[src/rtl/tes_pkg.sv]
package tes_pkg;

    // Event queue sizing and time width.
    localparam int FIFO_DEPTH  = 16;
    localparam int TIME_BITS   = 32;

    // The pending slot lives at the head of the queue, so the queue holds one extra entry.
    localparam int QUEUE_DEPTH = FIFO_DEPTH + 1;
    localparam int PTR_W       = $clog2(QUEUE_DEPTH);
    localparam int CNT_W       = $clog2(QUEUE_DEPTH + 1);
    localparam int SUM_W       = CNT_W + 1;

    typedef logic [TIME_BITS-1:0] t_time;
    typedef logic [PTR_W-1:0]     t_ptr;
    typedef logic [CNT_W-1:0]     t_cnt;
    typedef logic [SUM_W-1:0]     t_sum;

    // Request type codes.
    localparam logic REQ_PUSH = 1'b0;
    localparam logic REQ_TICK = 1'b1;

    // Configuration register indexes.
    typedef logic [1:0] t_cfg_idx;
    localparam t_cfg_idx CFG_START_TIME = 2'd0;
    localparam t_cfg_idx CFG_RUN_ENABLE = 2'd1;
    localparam t_cfg_idx CFG_OUTPUT_PIN = 2'd2;

    // One stored event.
    typedef struct packed {
        logic  level;
        t_time offset;
    } t_event;

    // Queue controls from the sequencer.
    typedef struct packed {
        logic   push;
        logic   pop;
        t_event wdata;
    } t_q_ctrl;

    // Queue status back to the sequencer.
    typedef struct packed {
        t_event front;
        t_cnt   count;
    } t_q_stat;

endpackage

[src/rtl/timed_output_event_sequencer.sv]
// Channel   Direction  Handshake                 Word
// request   in         i_valid / o_ready         i_req_type, i_event_level, i_event_offset,
//                                                i_now_ms
// result    out        o_valid / i_ready         o_switched, o_pin_index, o_drive_level,
//                                                o_fired_offset, o_current_level, o_active,
//                                                o_dropped
// config    in         i_cfg_valid / o_cfg_ready i_cfg_index, i_cfg_data
//
// One word per cycle sustained while results are taken; each word is registered in the
// input register and then in the result register, handled in one pass between them; the
// pending event sits at the head of the register queue, so one front read serves a tick.
// Reset clears the queue pointers, flags, config and valid bits at once; no clearing pass.
// A stalled result holds in the result register while the next word waits in the input
// register; ready drops only when both are full. Config writes are always ready.
module timed_output_event_sequencer (
    input  logic        i_clk,
    input  logic        i_rst_n,
    input  logic        i_valid,
    output logic        o_ready,
    input  logic        i_req_type,
    input  logic        i_event_level,
    input  logic [31:0] i_event_offset,
    input  logic [31:0] i_now_ms,
    output logic        o_valid,
    input  logic        i_ready,
    output logic        o_switched,
    output logic [3:0]  o_pin_index,
    output logic        o_drive_level,
    output logic [31:0] o_fired_offset,
    output logic        o_current_level,
    output logic        o_active,
    output logic        o_dropped,
    input  logic        i_cfg_valid,
    output logic        o_cfg_ready,
    input  logic [1:0]  i_cfg_index,
    input  logic [31:0] i_cfg_data
);

    // Configuration registers.
    tes_pkg::t_time r_start_time;
    logic           r_run_enable;
    logic [3:0]     r_output_pin;

    // Input register.
    logic           r_in_valid;
    logic           r_in_req_type;
    logic           r_in_level;
    logic [31:0]    r_in_offset;
    logic [31:0]    r_in_now;

    // Sequencer state.
    logic           r_pend;
    logic           r_finished;
    logic           r_last_level;
    logic           n_pend;
    logic           n_finished;
    logic           n_last_level;

    // Result register.
    logic           r_out_valid;
    logic           r_out_switched;
    logic [3:0]     r_out_pin;
    logic           r_out_drive;
    logic [31:0]    r_out_offset;
    logic           r_out_cur_level;
    logic           r_out_active;
    logic           r_out_dropped;
    logic           n_switched;
    logic [3:0]     n_pin;
    logic           n_drive;
    logic [31:0]    n_offset;
    logic           n_cur_level;
    logic           n_dropped;

    logic             advance;
    logic             fire;
    tes_pkg::t_time   due;
    tes_pkg::t_cnt    fifo_cnt;
    tes_pkg::t_cnt    n_q_count;
    tes_pkg::t_cnt    n_fifo_cnt;
    tes_pkg::t_q_ctrl q_ctrl;
    tes_pkg::t_q_stat q_stat;

    tes_queue u_queue (
        .i_clk   (i_clk),
        .i_rst_n (i_rst_n),
        .i_ctrl  (q_ctrl),
        .o_stat  (q_stat)
    );

    // The input word moves on when the result register is free or being emptied.
    assign advance     = r_in_valid && (!r_out_valid || i_ready);
    assign o_ready     = !r_in_valid || advance;
    assign o_cfg_ready = 1'b1;

    // Configuration writes; unknown indexes are ignored.
    always_ff @(posedge i_clk) begin
        if (!i_rst_n) begin
            r_start_time <= '0;
            r_run_enable <= 1'b0;
            r_output_pin <= '0;
        end else if (i_cfg_valid) begin
            case (i_cfg_index)
                tes_pkg::CFG_START_TIME: r_start_time <= tes_pkg::t_time'(i_cfg_data);
                tes_pkg::CFG_RUN_ENABLE: r_run_enable <= i_cfg_data[0];
                tes_pkg::CFG_OUTPUT_PIN: r_output_pin <= i_cfg_data[3:0];
                default: ;
            endcase
        end
    end

    // Input register.
    always_ff @(posedge i_clk) begin
        if (!i_rst_n) begin
            r_in_valid <= 1'b0;
        end else if (o_ready) begin
            r_in_valid <= i_valid;
        end
    end

    always_ff @(posedge i_clk) begin
        if (i_valid && o_ready) begin
            r_in_req_type <= i_req_type;
            r_in_level    <= i_event_level;
            r_in_offset   <= i_event_offset;
            r_in_now      <= i_now_ms;
        end
    end

    // Events waiting behind the pending slot.
    assign fifo_cnt = q_stat.count - tes_pkg::t_cnt'(r_pend);
    assign due      = r_start_time + q_stat.front.offset;
    assign fire     = tes_pkg::t_time'(r_in_now) >= due;

    // One pass over the word: push, or tick against the head event.
    always_comb begin
        q_ctrl.push         = 1'b0;
        q_ctrl.pop          = 1'b0;
        q_ctrl.wdata.level  = r_in_level;
        q_ctrl.wdata.offset = tes_pkg::t_time'(r_in_offset);
        n_pend       = r_pend;
        n_finished   = r_finished;
        n_last_level = r_last_level;
        n_switched   = 1'b0;
        n_pin        = '0;
        n_drive      = 1'b0;
        n_offset     = '0;
        n_dropped    = 1'b0;
        if (advance) begin
            if (r_in_req_type == tes_pkg::REQ_PUSH) begin
                if (fifo_cnt >= tes_pkg::t_cnt'(tes_pkg::FIFO_DEPTH)) begin
                    n_dropped = 1'b1;
                end else begin
                    q_ctrl.push = 1'b1;
                end
            end else if (r_run_enable && !r_finished) begin
                if (q_stat.count == '0) begin
                    n_finished = 1'b1;
                end else if (fire) begin
                    n_switched   = 1'b1;
                    n_pin        = r_output_pin;
                    n_drive      = q_stat.front.level;
                    n_offset     = 32'(q_stat.front.offset);
                    n_last_level = q_stat.front.level;
                    q_ctrl.pop   = 1'b1;
                    // The last event fired: sequencing is over.
                    if (q_stat.count == tes_pkg::t_cnt'(1)) begin
                        n_finished = 1'b1;
                        n_pend     = 1'b0;
                    end else begin
                        n_pend = 1'b1;
                    end
                end else begin
                    n_pend = 1'b1;
                end
            end
        end
        n_q_count   = q_stat.count + tes_pkg::t_cnt'(q_ctrl.push)
                      - tes_pkg::t_cnt'(q_ctrl.pop);
        n_fifo_cnt  = n_q_count - tes_pkg::t_cnt'(n_pend);
        n_cur_level = (n_fifo_cnt == '0) ? 1'b0 : n_last_level;
    end

    // Sequencer state.
    always_ff @(posedge i_clk) begin
        if (!i_rst_n) begin
            r_pend       <= 1'b0;
            r_finished   <= 1'b0;
            r_last_level <= 1'b0;
        end else begin
            r_pend       <= n_pend;
            r_finished   <= n_finished;
            r_last_level <= n_last_level;
        end
    end

    // Result register.
    always_ff @(posedge i_clk) begin
        if (!i_rst_n) begin
            r_out_valid <= 1'b0;
        end else if (advance) begin
            r_out_valid <= 1'b1;
        end else if (i_ready) begin
            r_out_valid <= 1'b0;
        end
    end

    always_ff @(posedge i_clk) begin
        if (advance) begin
            r_out_switched  <= n_switched;
            r_out_pin       <= n_pin;
            r_out_drive     <= n_drive;
            r_out_offset    <= n_offset;
            r_out_cur_level <= n_cur_level;
            r_out_active    <= !n_finished;
            r_out_dropped   <= n_dropped;
        end
    end

    assign o_valid         = r_out_valid;
    assign o_switched      = r_out_switched;
    assign o_pin_index     = r_out_pin;
    assign o_drive_level   = r_out_drive;
    assign o_fired_offset  = r_out_offset;
    assign o_current_level = r_out_cur_level;
    assign o_active        = r_out_active;
    assign o_dropped       = r_out_dropped;

`ifndef SYNTHESIS
    // A pending event always occupies the head of the queue.
    a_pend_in_queue: assert property (@(posedge i_clk) disable iff (!i_rst_n)
        r_pend |-> (q_stat.count != '0))
        else $error("pending event without a queue entry");

    // The queue never holds more than the FIFO plus the pending slot.
    a_count_bound: assert property (@(posedge i_clk) disable iff (!i_rst_n)
        q_stat.count <= tes_pkg::t_cnt'(tes_pkg::QUEUE_DEPTH))
        else $error("queue count overflow");

    // Finishing is permanent until reset.
    a_finished_sticky: assert property (@(posedge i_clk) disable iff (!i_rst_n)
        r_finished |=> r_finished)
        else $error("finished flag cleared");

    // Once finished, nothing is left pending.
    a_finished_idle: assert property (@(posedge i_clk) disable iff (!i_rst_n)
        r_finished |-> !r_pend)
        else $error("pending event after finish");

    // A stalled result is not overwritten.
    a_result_held: assert property (@(posedge i_clk) disable iff (!i_rst_n)
        (r_out_valid && !i_ready) |-> !advance)
        else $error("result register overwritten while stalled");
`endif

endmodule

[src/rtl/tes_queue.sv]
module tes_queue (
    input  logic             i_clk,
    input  logic             i_rst_n,
    input  tes_pkg::t_q_ctrl i_ctrl,
    output tes_pkg::t_q_stat o_stat
);

    tes_pkg::t_event r_mem [tes_pkg::QUEUE_DEPTH];
    tes_pkg::t_ptr   r_head;
    tes_pkg::t_cnt   r_count;
    tes_pkg::t_ptr   n_head;
    tes_pkg::t_cnt   n_count;
    tes_pkg::t_sum   tail_sum;
    tes_pkg::t_ptr   tail;

    // Tail slot is head plus count, wrapped once around the queue.
    always_comb begin
        tail_sum = tes_pkg::t_sum'(r_head) + tes_pkg::t_sum'(r_count);
        if (tail_sum >= tes_pkg::t_sum'(tes_pkg::QUEUE_DEPTH)) begin
            tail_sum = tail_sum - tes_pkg::t_sum'(tes_pkg::QUEUE_DEPTH);
        end
        tail = tes_pkg::t_ptr'(tail_sum);
    end

    // Pointer and count updates.
    always_comb begin
        n_head  = r_head;
        n_count = r_count;
        if (i_ctrl.pop) begin
            n_head  = (r_head == tes_pkg::t_ptr'(tes_pkg::QUEUE_DEPTH - 1)) ?
                      '0 : r_head + tes_pkg::t_ptr'(1);
            n_count = n_count - tes_pkg::t_cnt'(1);
        end
        if (i_ctrl.push) begin
            n_count = n_count + tes_pkg::t_cnt'(1);
        end
    end

    always_ff @(posedge i_clk) begin
        if (!i_rst_n) begin
            r_head  <= '0;
            r_count <= '0;
        end else begin
            r_head  <= n_head;
            r_count <= n_count;
        end
    end

    // Entry storage needs no reset: only pushed entries are ever read.
    always_ff @(posedge i_clk) begin
        if (i_ctrl.push) begin
            r_mem[tail] <= i_ctrl.wdata;
        end
    end

    assign o_stat.front = r_mem[r_head];
    assign o_stat.count = r_count;

endmodule
[config.mk]
export PLATFORM = sky130hd
export DESIGN_NAME = timed_output_event_sequencer
export DESIGN_NICKNAME = d
export VERILOG_FILES = /design/src/rtl/tes_pkg.sv /design/src/rtl/timed_output_event_sequencer.sv /design/src/rtl/tes_queue.sv
export SDC_FILE = /design/constraint.sdc
export NUM_CORES = 1
export LEC_CHECK = 0
export BUFFER_PORTS_ARGS = -buffer_cell sky130_fd_sc_hd__buf_4
export CAP_MARGIN = 10
export CORE_MARGIN = 3
export CORE_UTILIZATION = 25
export CTS_BUF_LIST = sky130_fd_sc_hd__clkbuf_2
export DETAILED_ROUTE_END_ITERATION = 8
export PLACE_DENSITY = 0.46
export SLEW_MARGIN = 10
export SYNTH_ARGS = -nofsm -noshare
export SYNTH_HDL_FRONTEND = slang
export SYNTH_SLANG_ARGS = --single-unit
[constraint.sdc]
create_clock -name i_clk -period 22.5 [get_ports i_clk]
set_input_delay 1.125 -clock i_clk [delete_from_list [all_inputs] [get_ports i_clk]]
set_output_delay 1.125 -clock i_clk [all_outputs]
set_load 0.01 [all_outputs]
# Yosys cells after proc, flatten, opt, wreduce, memory -nomap -nowiden

Memories as Yosys holds them, arrays and structs flattened. A register that Yosys moved wholly into a read port is not among the register bits.
Cells that the tools add are included.

Bitwise operators: 3
Multiplexer cells: 35
Add/sub/neg operators: 10
Equal/unequal tests: 4
Reduce and logical (&&, ||, !) cells: 17
Order comparisons: 3

Operator list:

| cell                  | count |
|---|---|
| $add A32 B32 Y32      | 1 |
| $ge A32 B32 Y1        | 1 |
| $mux W5               | 6 |
| $mux W1               | 28 |
| $sub A5 B1 Y5         | 3 |
| $add A5 B1 Y5 const B | 2 |
| $logic_not A5 Y1      | 2 |
| $add A5 B5 Y6         | 1 |
| $ge A6 B5 Y1 const B  | 1 |
| $reduce_and A2 Y1     | 3 |
| $add A5 B1 Y5         | 1 |
| $eq A5 B1 Y1 const B  | 1 |
| $eq A5 B5 Y1 const B  | 1 |
| $ge A5 B5 Y1 const B  | 1 |
| $sub A5 B1 Y5 const B | 1 |
| $sub A5 B5 Y5 const B | 1 |
| $logic_not A1 Y1      | 4 |
| $reduce_or A4 Y1      | 1 |
| $logic_and A1 B1 Y1   | 3 |
| $not A1 Y1            | 3 |
| $eq A2 B1 Y1 const B  | 1 |
| $eq A2 B2 Y1 const B  | 1 |
| $logic_not A2 Y1      | 1 |
| $logic_or A1 B1 Y1    | 2 |
| other kinds (2)       | 2 |

Bits in writable memories: 561
Register bits: 159
Output and inout port bits: 44
Memories: 1
Input bits: 105

Memories:

| name          | depth | bits a word | read ports | clocked after Yosys merged registers in | wr ports | line           | source |
|---|---|---|---|---|---|---|---|
| u_queue.r_mem | 17    | 33          | 1          | 1                                       | 1        | tes_queue.sv:8 | `tes_pkg::t_event r_mem [tes_pkg::QUEUE_DEPTH];` |

# Logic depth before layout (Yosys ltp)

Gate-level depths: netlist (run 1).

Depth in word-level cells: 11
Mapped depth: 34
Mapped depth without buffers: 31

# Hierarchy

From an unflattened synthesis (run 1), not the netlist that was laid out.

Cells, all modules: 1,673
Area, all modules: 30,334.1 µm²

By module, submodules not included:

| module                       | instances | cells an instance | area an instance (µm²) | seq. area each (µm²) |
|---|---|---|---|---|
| tes_queue                    | 1         | 982               | 22,570.4               | 17,146.4 |
| timed_output_event_sequencer | 1         | 691               | 7,763.7                | 4,053.9 |

# Worst setup path after synthesis (run 1)

OpenSTA, ideal clock, no wires.

Kind: reg-to-reg
Start point: reg (tool-made name)
End point: reg r_out_cur_level, in the netlist o_current_level (data pin)
Library setup time: 0.265 ns
Buffers on the path: 4
Stages on the path, launching flop included: 32
Slack: 14.751 ns
Data arrival time: 7.483 ns
Path through: dfxtp_1 -> clkbuf_1 -> clkbuf_1 -> clkbuf_1 -> mux4_2 -> mux4_2 -> mux2_2 -> ha_1 -> fa_1 -> a211o_1 -> a21oi_1 -> o21ai_1 -> a21oi_2 -> a31oi_1 -> o41a_1 -> a21o_1 -> a21oi_1 -> xor2_1 -> ha_1 -> a21o_1 -> a221o_1 -> a21o_1 -> a211oi_2 -> nor2_2 -> buf_2 -> fa_1 -> ha_1 -> inv_1 -> ha_1 -> fa_1 -> nor4_1 -> a21oi_1

RTL lines:

| what                 | line                                | source |
|---|---|---|
| end signal, assigned | timed_output_event_sequencer.sv:214 | `r_out_cur_level <= n_cur_level;` |
| end, declared        | timed_output_event_sequencer.sv:65  | `logic r_out_cur_level;` |

==> out/qor.yml, run 1 <==
whs_ns: 0.336
cts_num_sinks: 725
drive_gt1_frac: 0.330
h-tree-depth: 4
p_total_uw: 2490
synth-seq-cells: 725
grt_pass1_vias: 17300
gp_congestion: 0.816
synth_area_leader_cell: "edfxtp_1"
synth.top_cell.area_share: 0.678
vias: 16300
synth_edf_count: 668
worstHoldPathType: "input pin to flop"
setup_violations: 0
grt_start_max_net_pins: 54
synth_compound_area_frac: 0.0387
cpLargestDelayFamily: "compound AO/OA/AOI/OAI gates"
syn_area_um2: 29600
required_ns: 23.60
cts_tree: "yes"
slew_viol_final: 0
antenna_found_initial: 6
crit_path_end_kind: "flop"
fin_skew_ns: 0.101
cp_slowest_stage_delay_ns: 0.80
grt_pass1_wl_um: 117000
core_um2: 117000
drtAntennaViolNets: 0
hpwlAfterDp_um: 47000
p_leak_uw: 0.0119
synth_adder_area_share: 0.0370
synth_top_family_by_area: "multiplexers"
ys_async_sr_fraction: 0
layout_commonest_cell: "edfxtp_1"
layout_common_cells: "668 x edfxtp_1, 261 x clkbuf_2, 180 x buf_4"
muxShareOfSynthArea: 0.141
clock_path_buffers: 3
maxCapViolCount: 0
ios: 149
cts.clk_slew.worst_paths_ns: 0.12
yosys.area_share.xor_xnor: 0.0130
relSlewSlack: 0.238
crit_slowest_cell: "buf_4"
viasPerCell: 4.48
fmax_ghz: 0.103
cp-start-kind: "flop"
clock_latency_ns: 1.36
wirelength_um: 81600
period_share: 0.430
synth_ff_type: "edfxtp_1"
synth_cell_types: 67
place_inst: 3223
critPathBufInv: 3
finalNonFillerCells: 3642
grt_overflow: 0
crit_top_cell: "ha_1"
worstMarginPinSlew_ns: 1.13
fin_setup_tns_ns: 0
powerDensity_nw_per_um2: 70.3
die_x_um: 350
syn_avg_cell_area_um2: 18.7
first_pass_iters: 5
cp.arrival_ns: 10.78
cp_max_fo: 53
port-buffer-count: 147
synthSimpleGateAreaFrac: 0.0419
rsz0062_at_grt: "no"
criticalPathCategory: "flop to flop"
wl_per_cell_um: 22.4
syn_to_final_growth_pct: 19.6
synthesis.nets: 1770
ir_drop_mv: 0.0417
start_util: 0.253
die_y_um: 350
ys_warn_count: 0
syn_inst: 1580
yosysSeqAreaShare: 0.717
min_period_ns: 9.67
cts_root_buf: "clkbuf_2"
nets: 2176
drc: 0
grtUsageTotal: 0.132
numCtsBuffers: 182
fin_util: 0.303
num_rows: 125
dr.first_iter.drc_count: 1100
ys_top_cells_by_area: "edfxtp_1 68%, mux4_2 13%, dfxtp_1 3.9%, ha_1 3.4%, a21oi_1 1.2%"
final-hold-violation-count: 0
dieArea_um2: 123000
status: "complete, no violations"
## per-layer routing
| metal | global-route usage | share of wire | wire, um | up-vias |
|---|---|---|---|---|
| li1 | - | - | - | 7275 |
| met1 | 0.181 | 0.47 | 38000 | 8471 |
| met2 | 0.212 | 0.47 | 38500 | 457 |
| met3 | 0.0260 | 0.047 | 3800 | 115 |
| met4 | 0.0407 | 0.016 | 1330 | 0 |
| met5 | 0 | 0 | 0 | - |
## sequential cells by signal, indices dropped and copies added, names as in the netlist, 5 cells and up, named ones only
| name | count |
|---|---|
| u_queue.r_mem | 561 |
| o_fired_offset | 32 |
| r_in_now | 32 |
| r_in_offset | 32 |
| r_start_time | 32 |
| u_queue.r_count | 5 |
| u_queue.r_head | 5 |
## stage by stage
stage / setup slack (ns) / cell area [um2]
floorplan: 14.75 / 29600
global placement: 12.75 / 32700
detailed placement: 12.67 / 32700
finish: 12.83 / 35400
global route: 12.16 / 35400
CTS: 12.70 / 35400
## cell usage after synthesis (3+ instances only)
cell type and instances:
buf_2 16, xor2_1 20, o21bai_1 4, a211o_1 4
nand2_1 96, nor2b_1 38, and2_1 7, inv_1 21
nand2b_1 9, nor2_1 57, and3_1 5, clkbuf_1 37
fa_1 4, xnor2_1 24, a31oi_1 4, nor3_1 12
and4_1 5, mux2_2 32, nand3b_1 4, o22ai_1 3
edfxtp_1 668, nand4_1 8, o21ai_0 21, o21a_1 9
a21oi_1 73, buf_1 5, a211oi_1 3, nand3_1 7
o211ai_1 7, mux2i_1 10, ha_1 81, a21o_1 21
dfxtp_1 57, mux4_2 165
## worst paths after layout
check                     end              from  slack, ns  depth (start not counted)
max reg2reg   o_current_level              flop      12.83                         29
min reg2reg  r_start_time[22]  r_start_time[22]       0.47                          2
min           r_output_pin[3]    i_cfg_index[0]       0.34                          4
max           o_current_level              flop      12.83                         29
## power by group
group / switching [uW] / total (uW) / internal (uW)
Clock: 531 / 877 / 346
Sequential: 20.8 / 1510 / 1480
Combinational: 53.6 / 106 / 52.0
Total: 605 / 2490 / 1880
## final cells by class
cell class              instances  area (um2)
repair buffers                283        2380
clock inverters                46         290
fillers                     11500       81500
clock buffers                 261        1310
inverters                      22        82.6
flip-flops and latches        725       21200
well taps                    1524        1910
diodes                          9        22.5
multi-input cells             772        8170
## kinds of logic (layout without fill, tap and decap cells)
family / count (synthesis) / count (layout)
AO/OA/AOI/OAI: 176 / 176
flip-flops: 725 / 725
XOR/XNOR: 44 / 44
multiplexers: 207 / 207
buffers and inverters: 83 / 612
AND/OR/NAND/NOR: 259 / 259
other: 1 / 10
adder cells (fa/ha/maj): 85 / 85
## tightest hold or removal path, stage by stage
cell and delay, ns:
buf_4 0.10, nand3b_1 0.25, mux2i_1 0.11, nor2_1 0.07
## repair_timing
item,4_1_cts,5_1_grt
hold buffers,103,0
gates resized for setup,0,0
buffers inserted,0,0
endpoints found under the hold margin,104,0
Power figures use the tool's default switching activity.
==> run 2, diff against run 1 <==
- ABC_AREA: default -> 1
- PLACE_DENSITY: 0.46 -> 0.48
- clock period: 22.5 -> 8.8 ns (I/O delays scaled with it)
==> run 2 against run 1 <==
Compared with the run above:
- first-iteration DRC count increased by 45%
- fmax increased by 27%
- combinational power increased to 3.6 times the previous value
- non-clock buffer count increased by 175
- clock skew increased by 0.0087 ns
- largest cell class unchanged
- highest routed layer unchanged
==> out/qor.yml, run 2 <==
status: "complete, no violations"
layout_common_cells: "668 x edfxtp_1, 401 x nor2_1, 348 x o21ai_0"
synthesis.nets: 2663  # +50%
comb_power_share: 0.059  # +0.017
cts_tree: "yes"
ios: 149  # unchanged
worstMarginPinSlew_ns: 0.862  # -0.272 ns
whs_path_depth: 4  # unchanged
hpwlAfterDp_um: 55100  # +17%
cp.arrival_ns: 8.73  # -2.05 ns
wirelength_um: 95800  # +17%
final-hold-violation-count: 0  # unchanged
viasPerCell: 4.55  # +1.5%
required_ns: 9.92  # -13.68 ns
synth_area_leader_cell: "edfxtp_1"
synth_cell_types: 47  # -30%
syn_to_final_growth_pct: 24.3
yosys.area_share.xor_xnor: 0.0123  # -0.000717
fin_skew_ns: 0.110  # +0.00865 ns
syn_avg_cell_area_um2: 12.3  # -35%
cts.clk_slew.worst_paths_ns: 0.11  # about the same
period_share: 0.864  # +0.434
crit_path_end_kind: "flop"
worstHoldPathType: "input pin to flop"
numCtsBuffers: 184  # +1.1%
clock_path_buffers: 3  # unchanged
synth_most_common_cell: "edfxtp_1"
h-tree-depth: 4  # unchanged
wl_per_cell_um: 20.2  # -9.7%
core_um2: 120000  # +2.8%
synth.top_cell.area_share: 0.662  # -0.0158
die_y_um: 354  # +1.2%
met2_length_um: 45500  # +18%
rsz0062_at_grt: "no"
dr.max_layer_used: "met4"
min_period_ns: 7.61  # -2.07 ns
layout_commonest_cell: "edfxtp_1"
synth_adder_area_share: 0.0361  # -0.000862
cts_root_buf: "clkbuf_2"
yosysSeqAreaShare: 0.700  # -0.0167
fin_setup_tns_ns: 0  # unchanged
grt_pass1_wl_um: 142000  # +21%
relSlewSlack: 0.425  # +0.187
syn_area_um2: 30300  # +2.4%
start_util: 0.252  # -0.00107
setup_violations: 0  # unchanged
synthSimpleGateAreaFrac: 0.104  # +0.0623
timing.final.ws_setup_ns: 1.19  # -11.63 ns
muxShareOfSynthArea: 0  # -0.141
synth-seq-cells: 725  # unchanged
port-buffer-count: 147  # unchanged
internal_power_uw: 4850  # +160%
synth_ff_type: "edfxtp_1"
wl_met3_um: 6160  # +62%
p_sw_uw: 1630  # +170%
vias: 21600  # +32%
regMostFlops: "u_queue.r_mem"
ir_drop_mv: 0.0848  # +100%
ys_warn_count: 0  # unchanged
synth_edf_count: 668  # unchanged
whs_endpoint: "r_last_level"
worst_r2r_endpoint: "o_current_level"
p_leak_uw: 0.0139  # +17%
cp_max_fo: 92  # +74%
cp-start-kind: "flop"
route.layer.met1.wl_um: 42000  # +11%
die_x_um: 354  # +1.2%
antenna_found_initial: 5  # -1
criticalPathCategory: "flop to flop"
nets: 3177  # +46%
clock_latency_ns: 1.35  # about the same
hp-start: "i_rst_n"
num_rows: 127  # +1.6%
drive_gt1_frac: 0.172  # -0.158
grtUsageTotal: 0.151  # +0.0185
ys_async_sr_fraction: 0  # unchanged
grt_overflow: 0  # unchanged
fmax_ghz: 0.131  # +27%
p_seq_frac: 0.595  # -0.010
crit_slowest_cell: "fa_1"
cts.repair.resized: 0  # unchanged
slew_viol_final: 0  # unchanged
cp_slowest_stage_delay_ns: 0.58  # -0.22 ns
syn_inst: 2473  # +57%
gp_congestion: 0.806  # -1.3%
grt_pass1_vias: 21600  # +25%
pre_cts_slack_ns: 1.14  # -11.53 ns
pwr-share-clk: 0.346  # -0.006
drc: 0  # unchanged
largest_reg_flops: 561  # unchanged
maxCapViolCount: 0  # unchanged
first_pass_iters: 5  # unchanged
drtAntennaViolNets: 0  # unchanged
crit_top_cell: "nand2_1"
grt_start_max_net_pins: 93  # +72%
ff2ff_path_depth: 38  # +31%
cts_num_sinks: 725  # unchanged
synth_top_family_by_area: "compound AO/OA/AOI/OAI gates"
dieArea_um2: 125000  # +2.3%
synth_compound_area_frac: 0.118  # +0.0790
dr.first_iter.drc_count: 1592  # +45%
ys_top_cells_by_count: "668 x edfxtp_1, 417 x nor2_1, 348 x o21ai_0"
powerDensity_nw_per_um2: 172  # +140%
switching_share: 0.252  # +0.00881
ys_top_cells_by_area: "edfxtp_1 66%, o21ai_0 5.7%, nor2_1 5.2%, dfxtp_1 3.8%, ha_1 3.3%"
regToRegSetupSlack_ns: 1.19  # -11.63 ns
[run 2: changes by cell type in the layout (fill, tap and decap cells not counted), sizes merged, moves of 32 or more]
cell / delta
nor2b: -38
inv: +73
nor2: +361
nand2: +148
mux2: -32
o22ai: +32
mux4: -165
o21ai: +338
nand3: +82
o221ai: +97
dlygate4sd3: +155
[run 2: how the worst max path moves through the flow]
stage,endpoint,from,slack [ns],cells past startpoint
after floorplan,o_current_level,flop,2.39,44
after global placement,o_current_level,flop,1.12,38
after detailed placement,o_current_level,flop,1.14,38
after CTS,o_current_level,flop,1.20,38
after global routing,o_current_level,flop,0.30,38
final,o_current_level,flop,1.19,38
[run 2: metal layers]
layer,vias up,GRT usage
met1,10500,0.196
met5,-,0
li1,10200,-
met3,141,0.0350
met4,0,0.0488
met2,704,0.247
[run 2: power groups by stage]
stage          logic [uW]  registers [uW]  clock network, uW
3_5_place_dp          299            3940                  0
6_report              384            3860               2240
4_1_cts               388            3860               2340
2_1_floorplan         167            3910                  0
3_3_place_gp          297            3940                  0
5_1_grt               429            3870               2520
[run 2: worst max-delay path, delay by kind of cell (launching register included)]
kind                       cells  cell delay, ns
AOI/OAI and AO/OA              9            1.43
xor gates and xnor gates       1            0.08
adders and majority gates      6            2.00
buffers and inverters          3            1.08
DFF                            1            0.43
and+or+nand+nor               19            2.28
[run 2: layout make-up]
cell class                 count  area (um2)
multi-input combinational   1525        8320
clock buffer                 271        1360
timing repair buffer         458        4130
antenna                        5        12.5
sequential                   725       21200
tap                         1612        2020
inverter                      93         357
clock inverter                51         262
fill                       12200       82500
[run 2: cell families after synthesis]
| logic type | Yosys count |
|---|---|
| simple gates | 782 |
| buf+inv | 223 |
| other cells | 1 |
| flops | 725 |
| xor+xnor | 40 |
| compound gates | 617 |
| fa+ha+maj | 85 |
[run 2: through the flow]
| step | cell area, um2 | util | total power, uW | hold slack [ns] | std cells |
|---|---|---|---|---|---|
| after floorplan | 30300 | - | 4080 | 0.429 | 2473 |
| after global placement | 33500 | 0.279 | 4230 | 0.441 | 4155 |
| after detailed placement | 33500 | 0.279 | 4240 | 0.445 | 4155 |
| after CTS | 37700 | 0.313 | 6580 | 0.0120 | 4735 |
| after global routing | 37700 | 0.314 | 6810 | 0.108 | 4737 |
| final | 37700 | 0.314 | 6480 | 0.234 | 4740 |
[run 2: repair_timing]
item | in CTS | in global routing
setup buffers | 0 | 0
endpoints found under the hold margin | 165 | 0
hold buffers | 258 | 0
